### config.mk
export PLATFORM = sky130hd
export DESIGN_NAME = hsv_to_rgb_converter
export DESIGN_NICKNAME = d
export VERILOG_FILES = /design/src/design/hsvrgb_pkg.sv /design/src/design/hsvrgb_divider.sv /design/src/design/hsv_to_rgb_converter.sv
export SDC_FILE = /design/constraint.sdc
export NUM_CORES = 2
export LEC_CHECK = 0
export ABC_AREA = 0
export BUFFER_PORTS_ARGS = -buffer_cell sky130_fd_sc_hd__buf_4
export CAP_MARGIN = 10
export CORE_MARGIN = 5
export CORE_UTILIZATION = 55
export CTS_BUF_LIST = sky130_fd_sc_hd__clkbuf_8
export CTS_CLUSTER_SIZE = 40
export DETAILED_ROUTE_END_ITERATION = 16
export GPL_TIMING_DRIVEN = 0
export HOLD_SLACK_MARGIN = 0.15
export PLACE_DENSITY_LB_ADDON = 0.1
export SLEW_MARGIN = 20
export SYNTH_ARGS = -nofsm -noshare
export SYNTH_HDL_FRONTEND = slang
export SYNTH_SLANG_ARGS = --single-unit
### constraint.sdc
create_clock -name clk -period 15.35 [get_ports clk]
set_clock_uncertainty 0.05 [all_clocks]
set_input_delay 2.3025 -clock clk [delete_from_list [all_inputs] [get_ports clk]]
set_output_delay 2.3025 -clock clk [all_outputs]
set_load 0.03 [all_outputs]
### src/design/hsvrgb_pkg.sv
package hsvrgb_pkg;

  // field widths
  localparam int HueW = 13;
  localparam int ChanW = 8;
  localparam int RemW = 10;
  localparam int SectW = 4;
  localparam int ProdW = 18;
  localparam int NumW = 26;
  localparam int PackW = 28;

  // arithmetic constants
  localparam logic [RemW-1:0] SectorSpan = 10'd960;
  localparam logic [ChanW-1:0] FullScale = 8'd255;
  // common divisor of all three channels: 255 * 960
  localparam logic [ProdW-1:0] Den = 18'd244800;
  localparam logic [PackW-1:0] PackHigh = 28'd1000000;
  localparam logic [PackW-1:0] PackMid = 28'd1000;

  // sector codes, anything above five routes like five
  localparam logic [SectW-1:0] SECT_0 = 4'd0;
  localparam logic [SectW-1:0] SECT_1 = 4'd1;
  localparam logic [SectW-1:0] SECT_2 = 4'd2;
  localparam logic [SectW-1:0] SECT_3 = 4'd3;
  localparam logic [SectW-1:0] SECT_4 = 4'd4;

  // divider lanes
  localparam int LANE_P = 0;
  localparam int LANE_Q = 1;
  localparam int LANE_T = 2;
  localparam int Lanes = 3;

  typedef logic [Lanes-1:0][NumW-1:0] num_lanes_t;
  typedef logic [Lanes-1:0][ChanW-1:0] quot_lanes_t;

  // per-stage payload of the divider
  typedef struct packed {
    num_lanes_t rem;
    quot_lanes_t quot;
    logic [SectW-1:0] sector;
    logic [ChanW-1:0] val;
  } div_data_t;

endpackage

### src/design/hsvrgb_divider.sv
module hsvrgb_divider (
  input  logic                     clk,
  input  logic                     rst_n,
  input  logic                     in_valid,
  output logic                     in_ready,
  input  hsvrgb_pkg::num_lanes_t   in_num,
  input  logic [hsvrgb_pkg::SectW-1:0] in_sector,
  input  logic [hsvrgb_pkg::ChanW-1:0] in_val,
  output logic                     out_valid,
  input  logic                     out_ready,
  output hsvrgb_pkg::quot_lanes_t  out_quot,
  output logic [hsvrgb_pkg::SectW-1:0] out_sector,
  output logic [hsvrgb_pkg::ChanW-1:0] out_val
);

  // two quotient bits per stage
  localparam int Stages = hsvrgb_pkg::ChanW / 2;

  logic                   valid_r [Stages];
  hsvrgb_pkg::div_data_t  data_r  [Stages];
  hsvrgb_pkg::div_data_t  data_nxt [Stages];
  logic                   adv     [Stages+1];

  hsvrgb_pkg::div_data_t  head;

  always_comb begin
    head.rem = in_num;
    head.quot = '0;
    head.sector = in_sector;
    head.val = in_val;
  end

  assign adv[Stages] = out_ready;

  for (genvar j = 0; j < Stages; j++) begin : g_stage
    localparam int HiBit = hsvrgb_pkg::ChanW - 1 - 2 * j;

    assign adv[j] = !valid_r[j] || adv[j+1];

    always_comb begin
      logic [hsvrgb_pkg::NumW-1:0] dhi;
      logic [hsvrgb_pkg::NumW-1:0] dlo;
      hsvrgb_pkg::div_data_t src;
      dhi = hsvrgb_pkg::NumW'(hsvrgb_pkg::Den) << HiBit;
      dlo = hsvrgb_pkg::NumW'(hsvrgb_pkg::Den) << (HiBit - 1);
      src = (j == 0) ? head : data_r[(j == 0) ? 0 : j - 1];
      data_nxt[j] = src;
      for (int l = 0; l < hsvrgb_pkg::Lanes; l++) begin
        if (data_nxt[j].rem[l] >= dhi) begin
          data_nxt[j].rem[l] = data_nxt[j].rem[l] - dhi;
          data_nxt[j].quot[l][HiBit] = 1'b1;
        end
        if (data_nxt[j].rem[l] >= dlo) begin
          data_nxt[j].rem[l] = data_nxt[j].rem[l] - dlo;
          data_nxt[j].quot[l][HiBit-1] = 1'b1;
        end
      end
    end

    always_ff @(posedge clk) begin
      if (!rst_n) begin
        valid_r[j] <= 1'b0;
      end else if (adv[j]) begin
        valid_r[j] <= (j == 0) ? in_valid : valid_r[(j == 0) ? 0 : j - 1];
      end
    end

    always_ff @(posedge clk) begin
      if (adv[j]) begin
        data_r[j] <= data_nxt[j];
      end
    end
  end

  assign in_ready   = adv[0];
  assign out_valid  = valid_r[Stages-1];
  assign out_quot   = data_r[Stages-1].quot;
  assign out_sector = data_r[Stages-1].sector;
  assign out_val    = data_r[Stages-1].val;

endmodule

### src/design/hsv_to_rgb_converter.sv
// channel  direction  handshake            payload
// in_      input      in_valid / in_stall   hue[13], saturation[8], brightness[8]
// out_     output     out_valid / out_stall red[8], green[8], blue[8], decimal_packed[28]
//
// one request per clock unless in_stall is high, through eight register stages
// the restoring divider takes two quotient bits in each of four stages
// rst_n is synchronous and clears every valid bit, payload registers keep their data
// a stall on the output only holds the stages that carry a request, bubbles still
// close up, so in_stall rises only once every stage is full
module hsv_to_rgb_converter (
  input  logic                                 clk,
  input  logic                                 rst_n,
  input  logic                                 in_valid,
  output logic                                 in_stall,
  input  logic [hsvrgb_pkg::HueW-1:0]          in_hue,
  input  logic [hsvrgb_pkg::ChanW-1:0]         in_saturation,
  input  logic [hsvrgb_pkg::ChanW-1:0]         in_brightness,
  output logic                                 out_valid,
  input  logic                                 out_stall,
  output logic [hsvrgb_pkg::ChanW-1:0]         out_red,
  output logic [hsvrgb_pkg::ChanW-1:0]         out_green,
  output logic [hsvrgb_pkg::ChanW-1:0]         out_blue,
  output logic [hsvrgb_pkg::PackW-1:0]         out_decimal_packed
);

  // ---------------------------------------------------------------------
  // advance chain: a stage moves when it is empty or the next one moves
  // ---------------------------------------------------------------------
  logic s1_valid_r, s2_valid_r, s3_valid_r, out_valid_r;
  logic adv1, adv2, adv3, adv_out;
  logic div_in_ready, div_out_valid;

  assign adv_out  = !out_valid_r || !out_stall;
  assign adv3     = !s3_valid_r || div_in_ready;
  assign adv2     = !s2_valid_r || adv3;
  assign adv1     = !s1_valid_r || adv2;
  assign in_stall = !adv1;

  // ---------------------------------------------------------------------
  // stage 1: split hue into sector (hue / 960) and fraction (hue mod 960)
  // ---------------------------------------------------------------------
  logic [hsvrgb_pkg::SectW-1:0] s1_sector_r, s1_sector_nxt;
  logic [hsvrgb_pkg::RemW-1:0]  s1_rem_r, s1_rem_nxt;
  logic [hsvrgb_pkg::ChanW-1:0] s1_sat_r, s1_val_r;

  always_comb begin
    logic [hsvrgb_pkg::HueW-1:0] base;
    s1_sector_nxt = '0;
    // independent compares against every sector boundary, count the ones passed
    for (int k = 1; k <= 8; k++) begin
      if (in_hue >= hsvrgb_pkg::HueW'(k) * hsvrgb_pkg::HueW'(hsvrgb_pkg::SectorSpan)) begin
        s1_sector_nxt = s1_sector_nxt + hsvrgb_pkg::SectW'(1);
      end
    end
    base = hsvrgb_pkg::HueW'(s1_sector_nxt) * hsvrgb_pkg::HueW'(hsvrgb_pkg::SectorSpan);
    s1_rem_nxt = hsvrgb_pkg::RemW'(in_hue - base);
  end

  always_ff @(posedge clk) begin
    if (!rst_n) begin
      s1_valid_r <= 1'b0;
    end else if (adv1) begin
      s1_valid_r <= in_valid;
    end
  end

  always_ff @(posedge clk) begin
    if (adv1) begin
      s1_sector_r <= s1_sector_nxt;
      s1_rem_r    <= s1_rem_nxt;
      s1_sat_r    <= in_saturation;
      s1_val_r    <= in_brightness;
    end
  end

  // ---------------------------------------------------------------------
  // stage 2: saturation products, all on the 255*960 scale
  //   sq = s * f, st = s * (960 - f), sp = (255 - s) * 960
  // ---------------------------------------------------------------------
  logic [hsvrgb_pkg::ProdW-1:0] s2_sq_r, s2_st_r, s2_sp_r;
  logic [hsvrgb_pkg::ProdW-1:0] s2_sq_nxt, s2_st_nxt, s2_sp_nxt;
  logic [hsvrgb_pkg::SectW-1:0] s2_sector_r;
  logic [hsvrgb_pkg::ChanW-1:0] s2_val_r;

  always_comb begin
    logic [hsvrgb_pkg::RemW-1:0]  rem_inv;
    logic [hsvrgb_pkg::ChanW-1:0] sat_inv;
    rem_inv   = hsvrgb_pkg::SectorSpan - s1_rem_r;
    sat_inv   = hsvrgb_pkg::FullScale - s1_sat_r;
    s2_sq_nxt = hsvrgb_pkg::ProdW'(s1_sat_r) * hsvrgb_pkg::ProdW'(s1_rem_r);
    s2_st_nxt = hsvrgb_pkg::ProdW'(s1_sat_r) * hsvrgb_pkg::ProdW'(rem_inv);
    s2_sp_nxt = hsvrgb_pkg::ProdW'(sat_inv) * hsvrgb_pkg::ProdW'(hsvrgb_pkg::SectorSpan);
  end

  always_ff @(posedge clk) begin
    if (!rst_n) begin
      s2_valid_r <= 1'b0;
    end else if (adv2) begin
      s2_valid_r <= s1_valid_r;
    end
  end

  always_ff @(posedge clk) begin
    if (adv2) begin
      s2_sq_r     <= s2_sq_nxt;
      s2_st_r     <= s2_st_nxt;
      s2_sp_r     <= s2_sp_nxt;
      s2_sector_r <= s1_sector_r;
      s2_val_r    <= s1_val_r;
    end
  end

  // ---------------------------------------------------------------------
  // stage 3: numerators, value times the scaled weight
  //   p, q and t all divide by 255*960 afterwards
  // ---------------------------------------------------------------------
  hsvrgb_pkg::num_lanes_t       s3_num_r, s3_num_nxt;
  logic [hsvrgb_pkg::SectW-1:0] s3_sector_r;
  logic [hsvrgb_pkg::ChanW-1:0] s3_val_r;

  always_comb begin
    logic [hsvrgb_pkg::ProdW-1:0] wq;
    logic [hsvrgb_pkg::ProdW-1:0] wt;
    wq = hsvrgb_pkg::Den - s2_sq_r;
    wt = hsvrgb_pkg::Den - s2_st_r;
    s3_num_nxt[hsvrgb_pkg::LANE_P] =
      hsvrgb_pkg::NumW'(s2_val_r) * hsvrgb_pkg::NumW'(s2_sp_r);
    s3_num_nxt[hsvrgb_pkg::LANE_Q] =
      hsvrgb_pkg::NumW'(s2_val_r) * hsvrgb_pkg::NumW'(wq);
    s3_num_nxt[hsvrgb_pkg::LANE_T] =
      hsvrgb_pkg::NumW'(s2_val_r) * hsvrgb_pkg::NumW'(wt);
  end

  always_ff @(posedge clk) begin
    if (!rst_n) begin
      s3_valid_r <= 1'b0;
    end else if (adv3) begin
      s3_valid_r <= s2_valid_r;
    end
  end

  always_ff @(posedge clk) begin
    if (adv3) begin
      s3_num_r    <= s3_num_nxt;
      s3_sector_r <= s2_sector_r;
      s3_val_r    <= s2_val_r;
    end
  end

  // ---------------------------------------------------------------------
  // stages 4 to 7: pipelined divide by 255*960, quotients fit in 8 bits
  // ---------------------------------------------------------------------
  hsvrgb_pkg::quot_lanes_t      div_quot;
  logic [hsvrgb_pkg::SectW-1:0] div_sector;
  logic [hsvrgb_pkg::ChanW-1:0] div_val;

  hsvrgb_divider u_divider (
    .clk        (clk),
    .rst_n      (rst_n),
    .in_valid   (s3_valid_r),
    .in_ready   (div_in_ready),
    .in_num     (s3_num_r),
    .in_sector  (s3_sector_r),
    .in_val     (s3_val_r),
    .out_valid  (div_out_valid),
    .out_ready  (adv_out),
    .out_quot   (div_quot),
    .out_sector (div_sector),
    .out_val    (div_val)
  );

  // ---------------------------------------------------------------------
  // stage 8: route p, q, t, v by sector and form the decimal word
  // ---------------------------------------------------------------------
  logic [hsvrgb_pkg::ChanW-1:0] red_r, green_r, blue_r;
  logic [hsvrgb_pkg::ChanW-1:0] red_nxt, green_nxt, blue_nxt;
  logic [hsvrgb_pkg::PackW-1:0] packed_r, packed_nxt;

  always_comb begin
    logic [hsvrgb_pkg::ChanW-1:0] pch;
    logic [hsvrgb_pkg::ChanW-1:0] qch;
    logic [hsvrgb_pkg::ChanW-1:0] tch;
    pch = div_quot[hsvrgb_pkg::LANE_P];
    qch = div_quot[hsvrgb_pkg::LANE_Q];
    tch = div_quot[hsvrgb_pkg::LANE_T];
    case (div_sector)
      hsvrgb_pkg::SECT_0: begin
        red_nxt = div_val; green_nxt = tch; blue_nxt = pch;
      end
      hsvrgb_pkg::SECT_1: begin
        red_nxt = qch; green_nxt = div_val; blue_nxt = pch;
      end
      hsvrgb_pkg::SECT_2: begin
        red_nxt = pch; green_nxt = div_val; blue_nxt = tch;
      end
      hsvrgb_pkg::SECT_3: begin
        red_nxt = pch; green_nxt = qch; blue_nxt = div_val;
      end
      hsvrgb_pkg::SECT_4: begin
        red_nxt = tch; green_nxt = pch; blue_nxt = div_val;
      end
      // sector five and out-of-range hue
      default: begin
        red_nxt = div_val; green_nxt = pch; blue_nxt = qch;
      end
    endcase
    // constant multiplies only, synthesis turns these into shift-add trees
    packed_nxt = hsvrgb_pkg::PackW'(red_nxt) * hsvrgb_pkg::PackHigh
               + hsvrgb_pkg::PackW'(green_nxt) * hsvrgb_pkg::PackMid
               + hsvrgb_pkg::PackW'(blue_nxt);
  end

  always_ff @(posedge clk) begin
    if (!rst_n) begin
      out_valid_r <= 1'b0;
    end else if (adv_out) begin
      out_valid_r <= div_out_valid;
    end
  end

  always_ff @(posedge clk) begin
    if (adv_out) begin
      red_r    <= red_nxt;
      green_r  <= green_nxt;
      blue_r   <= blue_nxt;
      packed_r <= packed_nxt;
    end
  end

  assign out_valid          = out_valid_r;
  assign out_red            = red_r;
  assign out_green          = green_r;
  assign out_blue           = blue_r;
  assign out_decimal_packed = packed_r;

endmodule

[Word-level counts from Yosys, hierarchy flattened]
Memory sizes are Yosys's and may differ from the RTL's.
Index checks and enable logic that the tools add are counted.
Cells by class
  add/sub/neg operators: 38
  multipliers: 9
  divide/modulo/power cells: 0
  $lt $le $gt $ge: 32
  equal/unequal tests: 4
  shift-type cells: 0
  mux-type cells: 80
  bitwise gates (word level): 4
  reduce and logical (&&, ||, !) cells: 23
Operators by type and width (number)
  two-way mux 26 bit: 24
  greater-or-equal comparator 26 x 18 -> 1 bit, second input constant: 3
  greater-or-equal comparator 26 x 19 -> 1 bit, second input constant: 3
  greater-or-equal comparator 26 x 20 -> 1 bit, second input constant: 3
  greater-or-equal comparator 26 x 21 -> 1 bit, second input constant: 3
  greater-or-equal comparator 26 x 22 -> 1 bit, second input constant: 3
  greater-or-equal comparator 26 x 23 -> 1 bit, second input constant: 3
  greater-or-equal comparator 26 x 24 -> 1 bit, second input constant: 3
  greater-or-equal comparator 26 x 25 -> 1 bit, second input constant: 3
  subtractor 26 x 18 -> 26 bit, second input constant: 3
  subtractor 26 x 19 -> 26 bit, second input constant: 3
  subtractor 26 x 20 -> 26 bit, second input constant: 3
  subtractor 26 x 21 -> 26 bit, second input constant: 3
  subtractor 26 x 22 -> 26 bit, second input constant: 3
  subtractor 26 x 23 -> 26 bit, second input constant: 3
  subtractor 26 x 24 -> 26 bit, second input constant: 3
  subtractor 26 x 25 -> 26 bit, second input constant: 3
  case mux 8 bit (3 select lines): 3
  greater-or-equal comparator 13 bit, second input constant: 4
  multiplier 8 x 18 -> 26 bit: 2
  two-way mux 1 bit: 46
  multiplier 8 x 10 -> 18 bit: 2
  subtractor 18 bit, first input constant: 2
  adder 28 x 18 -> 28 bit: 1
  other kinds (22): 58
Word-level totals
  register bits: 236
  latch bits: 0
  RAM bits: 460
  ROM bits: 0
  logic and storage cells: 214
  memories: 2
Memories
  u_divider.data_r: words 4, width 114, read ports 4, clocked after Yosys merged registers in 0, write ports 4, line hsvrgb_divider.sv:20  | hsvrgb_pkg::div_data_t data_r [Stages];
  u_divider.valid_r: words 4, width 1, read ports 4, clocked after Yosys merged registers in 0, write ports 4, line hsvrgb_divider.sv:19  | logic valid_r [Stages];

[Logic depth before layout (Yosys ltp)]
  word-level depth: 18
  mapped depth: 32

[Cells and area by module]
From an unflattened synthesis, not the netlist that was laid out.
Unflattened totals
  cells, all modules: 5069
  area total of the unflattened synthesis: 50991.4 µm²
Modules (own cells, without submodules)
  hsv_to_rgb_converter: times used 1, cells an instance 3100, area an instance 30317.8 µm², seq. area each 6716.4 µm²
  hsvrgb_divider: times used 1, cells an instance 1969, area an instance 20673.6 µm², seq. area each 10380.0 µm²

[Worst setup path before layout]
No wires, ideal clock.
  path type: input-to-reg
  start point: in in_hue[9] (netlist bit)
  end point: reg s1_rem_r[9] (netlist bit) (data pin)
  library setup time: 0.268 ns
  arrival time: 7.332 ns
  path slack: 7.700 ns
  cell stages on the path: 25
  cell sequence: clkbuf_1 -> and3_1 -> a2111o_1 -> ha_1 -> xor2_1 -> ha_1 -> nand2_1 -> o31ai_1 -> ha_1 -> mux2_2 -> ha_1 -> mux2i_1 -> inv_1 -> ha_1 -> nor2_1 -> a21oi_1 -> ha_1 -> mux2i_1 -> ha_1 -> inv_1 -> ha_1 -> a21o_1 -> a21oi_1 -> xnor2_1 -> xnor3_1
On the way
  cells in the longest elaborated chain, start to end: 18
Ends and longest elaborated chain
  start, declared: line hsv_to_rgb_converter.sv:15  | input logic [hsvrgb_pkg::HueW-1:0] in_hue,
  greater-or-equal comparator 13 x 10 -> 1 bit: line hsv_to_rgb_converter.sv:51  | if (in_hue >= hsvrgb_pkg::HueW'(k) * hsvrgb_pkg::HueW'(hsvrgb_pkg::SectorSpan)) begin
  two-way mux 1 bit: line hsv_to_rgb_converter.sv:51
  adder 4 x 1 -> 4 bit: line hsv_to_rgb_converter.sv:52  | s1_sector_nxt = s1_sector_nxt + hsvrgb_pkg::SectW'(1);
  two-way mux 4 bit: line hsv_to_rgb_converter.sv:51
  adder 4 x 1 -> 4 bit: line hsv_to_rgb_converter.sv:52
  two-way mux 4 bit: line hsv_to_rgb_converter.sv:51
  adder 4 x 1 -> 4 bit: line hsv_to_rgb_converter.sv:52
  two-way mux 4 bit: line hsv_to_rgb_converter.sv:51
  [... 3 more ...]
  two-way mux 4 bit: line hsv_to_rgb_converter.sv:51
  adder 4 x 1 -> 4 bit: line hsv_to_rgb_converter.sv:52
  two-way mux 4 bit: line hsv_to_rgb_converter.sv:51
  adder 4 x 1 -> 4 bit: line hsv_to_rgb_converter.sv:52
  two-way mux 4 bit: line hsv_to_rgb_converter.sv:51
  multiplier 4 x 1 -> 4 bit: line hsv_to_rgb_converter.sv:55  | base = hsvrgb_pkg::HueW'(s1_sector_nxt) * hsvrgb_pkg::HueW'(hsvrgb_pkg::SectorSpan);
  subtractor 10 bit (*): line hsv_to_rgb_converter.sv:56  | s1_rem_nxt = hsvrgb_pkg::RemW'(in_hue - base);
  via s1_rem_nxt (one bit): line hsv_to_rgb_converter.sv:43  | logic [hsvrgb_pkg::RemW-1:0] s1_rem_r, s1_rem_nxt;
  end signal, assigned: line hsv_to_rgb_converter.sv:70  | s1_rem_r <= s1_rem_nxt;
  end, declared: line hsv_to_rgb_converter.sv:43
Mark *: on every way through the listed nets, which the timed path passes. The rest lies on a longest branch.
A chain may end at the register's enable or synchronous reset.

==> flow_summary.ini <==
[routing]
drtIter0Drc = 2116
ant_nets = 0
drt_first_pass_iters = 6
drc = 0
vias = 35588
finalWirelength_mm = 108
wire_per_inst_um = 16.9
vias_per_cell = 5.56

[floorplanning]
start_util_pct = 55.2
ios = 87
dieHeight_um = 310
row_count = 110
core_um2 = 89700
fp.dieArea_um2 = 96200
die_x_um = 310

[clocking]
cts_hold_buf = 0
clk_pin_slew_ns = 0.06
htreeDepth = 3
numCtsBuffers = 93
cts_resized = 0
clockBufferDepth = 3
cts_tree = yes
clock_sinks = 550
cts_root_buf = clkbuf_8
clock_latency_ns = 0.74
post_cts_buffers = 0

[synth]
ys_seq_area_share_pct = 33.2
yosysTopAreaCell = edfxtp_1
synth_warnings = 0
synth-edff-count = 545
syn_nets = 5790
synth_flop_cell = edfxtp_1
ys_ff_latch = 550
avgSynthCellArea_um2 = 9.98
syn_inst = 4965
synthTopCellsByArea = edfxtp_1 (33%), fa_1 (16%), ha_1 (9.8%)
async_reset_ff_share_pct = 0
synth_cell_types = 101
netlist.area_leader.share_pct = 33.0
synth_area_um2 = 49500

[sta]
max_freq_mhz = 125
finalHoldViolCount = 0
period_share_pct = 52.2
tns_ns = 0
tightest_slew_ns = 1.02
maxSlewViolCount = 0
finalWorstSetupSlack_ns = 7.33
setup_viol = 0
period_needed_ns = 8.02
slew-limit-headroom_pct = 32.1
rsz0062_at_grt = false

[global_route]
track_usage_pct = 22.8
overflow = 0
grt_max_degree = 60
grt_first_pass_wirelength_mm = 179
grt_pass1_vias = 35427
grt_antenna_before_repair = 1

[cells_and_area]
fill_cells = 7772
layout_common_cells = inv_1 (618), nand2_1 (563), edfxtp_1 (545)
final_common_cell = inv_1
layout-drive-gt1-share_pct = 6.28
nets = 5979
design_area_um2 = 53700
syn2layout_area_growth_pct = 8.47

[placed_design]
dpl_cell_area_um2 = 51900
gp_congestion = 0.908
preCtsSetupSlack_ns = 7.16
io_buffer_count = 83
place_hpwl_mm = 85.8

[worst_setup_path]
cp_max_fo = 10
crit_path_start = u_divider.data_r[3][10]
rr_worst_depth = 26
crit_path_start_kind = register
cp.arrival_ns = 8.45
path_class = register to register
r2r-start = u_divider.data_r[3][10]
cp.required_ns = 15.78
critPathCaptureType = register

[worst_hold_path]
hold_depth = 0
min_from = u_divider.data_r[1][11]
hold_path_class = register to register

[status]
status = finished clean

[flow_run]
maxCapViolCount = 0
[metal layers]
metal  share of wire (%)  track usage, %  vias up
li1                    -               -    17399
met4                 2.7            6.20        0
met3                 4.2            2.92      173
met5                   0               0        -
met2                  49            39.9      795
met1                  44            30.2    17221
[through the flow]
step                hold WS [ns]  instances  util [%]
detailed placement         0.355       6235      57.9
finish                     0.351       6404      59.9
global route               0.347       6404      59.9
CTS                        0.347       6403      59.9
floorplan                  0.350       4965         -
global placement           0.351       6224      57.5
[cells by family after synthesis]
| group | after synthesis | synth area share [%] |
|---|---|---|
| AO/OA/AOI/OAI | 752 | 10.1 |
| flip-flops | 550 | 33.2 |
| XOR/XNOR | 408 | 7.24 |
| AND/OR/NAND/NOR | 1661 | 16.6 |
| adder cells (fa/ha/maj) | 792 | 26.1 |
| buffers and inverters | 763 | 5.88 |
| multiplexers | 39 | 0.803 |
[cell usage after synthesis (all sizes together) (39+ instances only)]
master	instances
nand3	115
clkbuf	121
nand4	42
nand2	568
and2	250
nor2b	45
o21ai	136
edfxtp	545
a21oi	212
nor3	79
ha	389
xor2	142
fa	403
inv	607
o21a	39
nor2	301
xnor2	265
[critical path: stages, from the launching register on]
cell and delay (ns):
edfxtp_1 0.35, clkbuf_1 0.19, or2_2 0.31, clkbuf_1 0.22
clkbuf_1 0.29, o31ai_2 0.80, fa_1 0.60, xor2_1 0.17
ha_1 0.30, fa_1 0.54, fa_1 0.42, ha_1 0.33
o21ai_0 0.13, a21boi_0 0.23, o21ai_0 0.13, a21boi_0 0.25
nor2_1 0.12, ha_1 0.29, ha_1 0.38, and3_1 0.21
a311oi_1 0.42, a21oi_1 0.18, a31oi_1 0.30, o21a_1 0.27
nor2_1 0.07, nand4b_1 0.12, xnor2_1 0.09
[layout make-up]
class	count	area (um^2)	area share, %
Inverter	610	2300	4.28
Clock buffer	93	1280	2.38
Buffer	153	621	1.15
Antenna cell	1	2.50	0.00466
Timing Repair Buffer	94	853	1.59
Tap cell	1176	1470	2.74
Multi-Input combinational cell	3652	30200	56.2
Sequential cell	550	16500	30.6
Clock inverter	75	522	0.971
[flip-flops by register name, summed over array words and instances, names as in the netlist, 8 cells and up]
register,cells
s3_num_r,71
u_divider.data_r,321
out_blue,8
s1_val_r,8
s2_sp_r,12
s1_rem_r,10
out_decimal_packed,25
out_red,8
out_green,8
s2_sq_r,18
s3_val_r,8
s2_val_r,8
s2_st_r,17
s1_sat_r,8
[final timing paths]
path | end | slack (ns)
worst max-delay path | out_decimal_packed[27] | 7.33
worst min-delay path | u_divider.data_r[2][11] | 0.35
worst max register to register | out_decimal_packed[27] | 7.33
worst min register to register | u_divider.data_r[2][11] | 0.35
Power is not shown: default switching activity piles up to over one toggle a cycle in this logic, so the estimate is an artifact.
